### src/design/pip_pkg.sv
// ----------------------------------------------------------------------------
// pip_pkg
// Shared types and constants for the point-in-polygon test block.
// ----------------------------------------------------------------------------
package pip_pkg;

  // Vertex store capacity and derived widths
  localparam int MAX_VERTICES = 64;
  localparam int IDX_W        = $clog2(MAX_VERTICES);
  localparam int CNT_W        = $clog2(MAX_VERTICES + 1);
  localparam int COORD_W      = 16;
  localparam int DIFF_W       = COORD_W + 1;
  localparam int PROD_W       = 2 * DIFF_W;

  // Command codes
  localparam logic CMD_WRITE = 1'b0;
  localparam logic CMD_QUERY = 1'b1;

  // One stored vertex
  typedef struct packed {
    logic signed [COORD_W-1:0] x;
    logic signed [COORD_W-1:0] y;
  } vertex_t;

  // Sequencer to edge unit control
  typedef struct packed {
    logic start;   // new query: clear crossing parity
    logic vld;     // read data valid this cycle
    logic first;   // read data only seeds the previous vertex
  } pip_ctl_t;

  // Edge unit status back to the sequencer
  typedef struct packed {
    logic busy;    // an edge is still in the pipeline
    logic parity;  // running crossing parity
  } pip_sts_t;

  // Sequencer states
  typedef enum logic [1:0] {
    S_IDLE,
    S_READ,
    S_DRAIN,
    S_DONE
  } pip_state_t;

endpackage

### src/design/pip_edge_unit.sv
// ----------------------------------------------------------------------------
// pip_edge_unit
// Shared crossing test: one edge per cycle through a three-step pipeline
// (differences, products, compare) that toggles the crossing parity.
// ----------------------------------------------------------------------------
module pip_edge_unit
  import pip_pkg::*;
(
  input  logic                      clk,
  input  logic                      rst,
  input  pip_ctl_t                  ctl,
  input  vertex_t                   cur,      // vertex i from the store
  input  logic signed [COORD_W-1:0] tx,
  input  logic signed [COORD_W-1:0] ty,
  output pip_sts_t                  sts
);

  vertex_t                  prev;
  logic                     s1_vld;
  logic                     s1_straddle;
  logic                     s1_up;
  logic signed [DIFF_W-1:0] s1_dy;
  logic signed [DIFF_W-1:0] s1_dxt;
  logic signed [DIFF_W-1:0] s1_dxb;
  logic signed [DIFF_W-1:0] s1_dyt;
  logic                     s2_vld;
  logic                     s2_straddle;
  logic                     s2_up;
  logic signed [PROD_W-1:0] s2_lhs;
  logic signed [PROD_W-1:0] s2_rhs;
  logic                     parity;
  logic                     crosses;

  // sign-extended operands
  logic signed [DIFF_W-1:0] ax_e, ay_e, bx_e, by_e, tx_e, ty_e;
  assign ax_e = {cur.x[COORD_W-1], cur.x};
  assign ay_e = {cur.y[COORD_W-1], cur.y};
  assign bx_e = {prev.x[COORD_W-1], prev.x};
  assign by_e = {prev.y[COORD_W-1], prev.y};
  assign tx_e = {tx[COORD_W-1], tx};
  assign ty_e = {ty[COORD_W-1], ty};

  // valid flags
  always_ff @(posedge clk) begin
    if (rst) begin
      s1_vld <= 1'b0;
      s2_vld <= 1'b0;
    end else begin
      s1_vld <= ctl.vld && !ctl.first;
      s2_vld <= s1_vld;
    end
  end

  // step 1: previous vertex and differences
  always_ff @(posedge clk) begin
    if (ctl.vld) begin
      prev        <= cur;
      s1_straddle <= (cur.y > ty) != (prev.y > ty);
      s1_up       <= prev.y > cur.y;
      s1_dy       <= by_e - ay_e;
      s1_dxt      <= tx_e - ax_e;
      s1_dxb      <= bx_e - ax_e;
      s1_dyt      <= ty_e - ay_e;
    end
  end

  // step 2: cross products
  always_ff @(posedge clk) begin
    s2_straddle <= s1_straddle;
    s2_up       <= s1_up;
    s2_lhs      <= PROD_W'(s1_dxt) * PROD_W'(s1_dy);
    s2_rhs      <= PROD_W'(s1_dxb) * PROD_W'(s1_dyt);
  end

  // step 3: compare, direction of the edge picks the sense
  assign crosses = s2_straddle && (s2_up ? (s2_lhs < s2_rhs) : (s2_lhs > s2_rhs));

  always_ff @(posedge clk) begin
    if (rst) begin
      parity <= 1'b0;
    end else if (ctl.start) begin
      parity <= 1'b0;
    end else if (s2_vld && crosses) begin
      parity <= !parity;
    end
  end

  assign sts.busy   = s1_vld || s2_vld;
  assign sts.parity = parity;

endmodule

### config.mk
export PLATFORM = sky130hd
export DESIGN_NAME = pip_edge_unit
export DESIGN_NICKNAME = d
export VERILOG_FILES = /design/src/design/pip_pkg.sv /design/src/design/pip_edge_unit.sv
export SDC_FILE = /design/constraint.sdc
export NUM_CORES = 2
export LEC_CHECK = 0
export BUFFER_PORTS_ARGS = -buffer_cell sky130_fd_sc_hd__buf_4
export CAP_MARGIN = 20
export CORE_ASPECT_RATIO = 1.75
export CORE_MARGIN = 1.5
export CORE_UTILIZATION = 50
export CTS_CLUSTER_DIAMETER = 40
export CTS_CLUSTER_SIZE = 10
export DETAILED_ROUTE_END_ITERATION = 8
export PLACE_DENSITY = 0.71
export SLEW_MARGIN = 25
export SYNTH_ARGS = -nofsm -noshare
export SYNTH_HDL_FRONTEND = slang
export SYNTH_SLANG_ARGS = --single-unit
### constraint.sdc
create_clock -name clk -period 14.5 [get_ports clk]
set_input_delay 0.725 -clock clk [delete_from_list [all_inputs] [get_ports clk]]
set_output_delay 0.725 -clock clk [all_outputs]
set_load 0.01 [all_outputs]
==> impl_metrics.ini <==
[route]
dr_wl_met3_um = 3396
dr.pass1.iters = 6
drc = 0
highest_layer = met5
routed_wl_um = 78420
drtIter0Drc = 1192
num_vias = 21360
wl_met1_um = 26150
vias_per_cell = 5.430
drtAntennaViolNets = 0
avgRoutedWirePerCell_um = 19.94
wl_met2_um = 42200

[clock_tree]
path_clk_slew_ps = 80
hold_buffers = 0
post_cts_resized = 0
h-tree-depth = 4
clockRootBuffer = clkbuf_16
insertion_delay_ps = 480
clkSinkCount = 175
cts_setup_buffers = 0
clock_path_buffers = 2
cts_buffers = 17
cts_tree = built

[sta]
setup_violations = 0
fin_tns_setup_ps = 0
finalCriticalPeriod_ps = 6574
finalHoldViolCount = 0
finalCritPeriodShare = 0.4534
drv_slew = 0
rsz0062_at_grt = false
max_freq_mhz = 152.1
tightest_slew_ps = 959.5
finalClockSkew_ps = 23.49
slew_headroom = 0.3603

[die]
dieArea_sq_um = 62070
initial_core_util = 0.5044
die_y_um = 328.5
core-area_sq_um = 60000
num_rows = 119
dieWidth_um = 189.0
io_pins = 71

[worst_setup_path]
cpPeakStageDelay_ps = 900
critPathSlowestCell = fa_1
critPathRequiredTime_ps = 14900
worst_path_most_repeated_cell = fa_1
worstPathArrival_ps = 6970
startpoint_type = flip-flop
crit_path_end_kind = flip-flop
crit_chain = nand2_1, inv_1, fa_1, fa_1, fa_1, fa_1, fa_1, inv_1, fa_1, inv_1, ha_1, a21o_1, a21oi_1, inv_1, a22o_1, a211o_1, a31o_2, a21oi_1, xnor2_1
r2r_slack_ps = 7930
path_class = flip-flop to flip-flop
path_max_fanout = 17
r2r_cells = 19
reg2reg_from = s1_dyt[2]
reg2reg_to = s2_rhs[32]

[hold_path]
hold_end = s2_straddle
hold_depth = 0
hold_start = s1_straddle
worst_hold_path_type = flip-flop to flip-flop

[synthesis]
ys_types = 55
syn_area_sq_um = 30260
synthCells = 3115
synthArstFlopShare = 0
avgSynthCellArea_sq_um = 9.716
synth_nets = 4066
synth.yosys.seq_area_share = 0.1495
yosys_most_used_dff = edfxtp_1
yosys_register_bits = 175
synth_edf_count = 102
ys_warn_count = 0

[global_route]
grt_pass1_vias = 23730
grt_max_degree = 58
grt_pass1_wl_um = 126500
grt.total_usage = 0.2716
antenna_found_initial = 7
grt.overflow.total = 0

[placement]
io_buffer_count = 70
place.gp.congestion = 0.9199
dpl.hpwl_um = 65940
dp.cells = 3896

[final_layout]
utilization = 0.5348
layout.nets = 4080
final-instance-count-excl-fill = 3933
drive_above_1_share = 0.03501
area_delta_synth_final_pct = 6.040

[outcome]
status = complete, no violations

[job]
drv_cap = 0
worst max path at each step:
stage                from    endpoint  slack (ps)  depth (start not counted)
2_1_floorplan  s1_dxt[16]  s2_lhs[33]        8410                         19
3_3_place_gp     s1_dy[2]  s2_lhs[33]        7990                         18
3_5_place_dp     s1_dy[2]  s2_lhs[33]        7950                         18
4_1_cts          s1_dy[2]  s2_lhs[33]        7940                         18
5_1_grt        s1_dxt[16]  s2_lhs[33]        7450                         18
6_report        s1_dyt[2]  s2_rhs[32]        7930                         19
sequential cells by signal, indices dropped and copies added (netlist names):
register,count
parity,1
s2_straddle,1
s1_vld,1
s2_lhs,34
by_e,16
s1_dyt,17
s1_straddle,1
s2_vld,1
s2_rhs,34
s2_up,1
s1_dy,17
s1_dxb,17
bx_e,16
s1_up,1
s1_dxt,17
synthesized netlist by cell type, drive strengths merged (61+ instances only):
cell | instances | area share
and2 | 298 | 0.062
nand2 | 303 | 0.038
clkbuf | 75 | 0.0093
dfxtp | 73 | 0.048
edfxtp | 102 | 0.10
nor2 | 93 | 0.012
inv | 716 | 0.089
a21oi | 89 | 0.015
o21ai | 61 | 0.010
ha | 286 | 0.12
fa | 596 | 0.39
xnor2 | 92 | 0.027
worst max-delay path: cells and delay by family (launching register included):
family / cells / cell delay (ps)
adders and majority gates: 7 / 3800
AOI/OAI and AO/OA: 6 / 1240
DFF: 1 / 770
buffers and inverters: 4 / 310
and+or+nand+nor: 1 / 210
xor gates and xnor gates: 1 / 130
cells by family after synthesis:
logic type | synth area share
AND/OR/NAND/NOR | 0.1399
AO/OA/AOI/OAI | 0.06536
flip-flops | 0.1495
buffers and inverters | 0.09835
adder cells (fa/ha/maj) | 0.5125
XOR/XNOR | 0.03444
per-layer routing:
layer / vias up / track usage
met5: - / 0
met4: 2 / 0.1991
met3: 277 / 0.02678
met2: 694 / 0.5066
met1: 10820 / 0.2800
li1: 9562 / -
through the flow:
step	setup slack [ps]	area [sq um]	hold WS [ps]
2_1_floorplan	8410	30260	323.3
3_5_place_dp	7947	31490	335.2
4_1_cts	7935	32080	351.0
5_1_grt	7451	32090	365.7
6_report	7926	32090	347.9
3_3_place_gp	7989	31490	332.6
cell usage in the layout, fill, tap and decap left out, drive strengths merged, types with 11 or more instances in the layout:
cell type / instances
a211oi: 16
edfxtp: 102
ha: 286
fa: 596
or3: 11
a21boi: 12
buf: 71
and3: 15
and2: 298
nor3: 22
nor2: 93
xor2: 27
nand4: 14
a21o: 41
nand2: 303
o21ai: 61
a21oi: 89
nand2b: 21
nand3: 24
inv: 721
dfxtp: 73
nor2b: 23
xnor2: 92
o21a: 18
clkbuf: 18
layout make-up:
cell class | count | area, sq um
Fill cell | 5369 | 27910
Multi-Input combinational cell | 2148 | 22760
Sequential cell | 175 | 4524
Inverter | 716 | 2688
Tap cell | 786 | 983.4
Timing Repair Buffer | 71 | 533.0
Clock buffer | 18 | 429.2
Clock inverter | 14 | 158.9
Antenna cell | 5 | 12.51
Power is left out: the tool's default activity adds up to more than one toggle a clock period on the data nets, which glitch-free logic cannot reach.
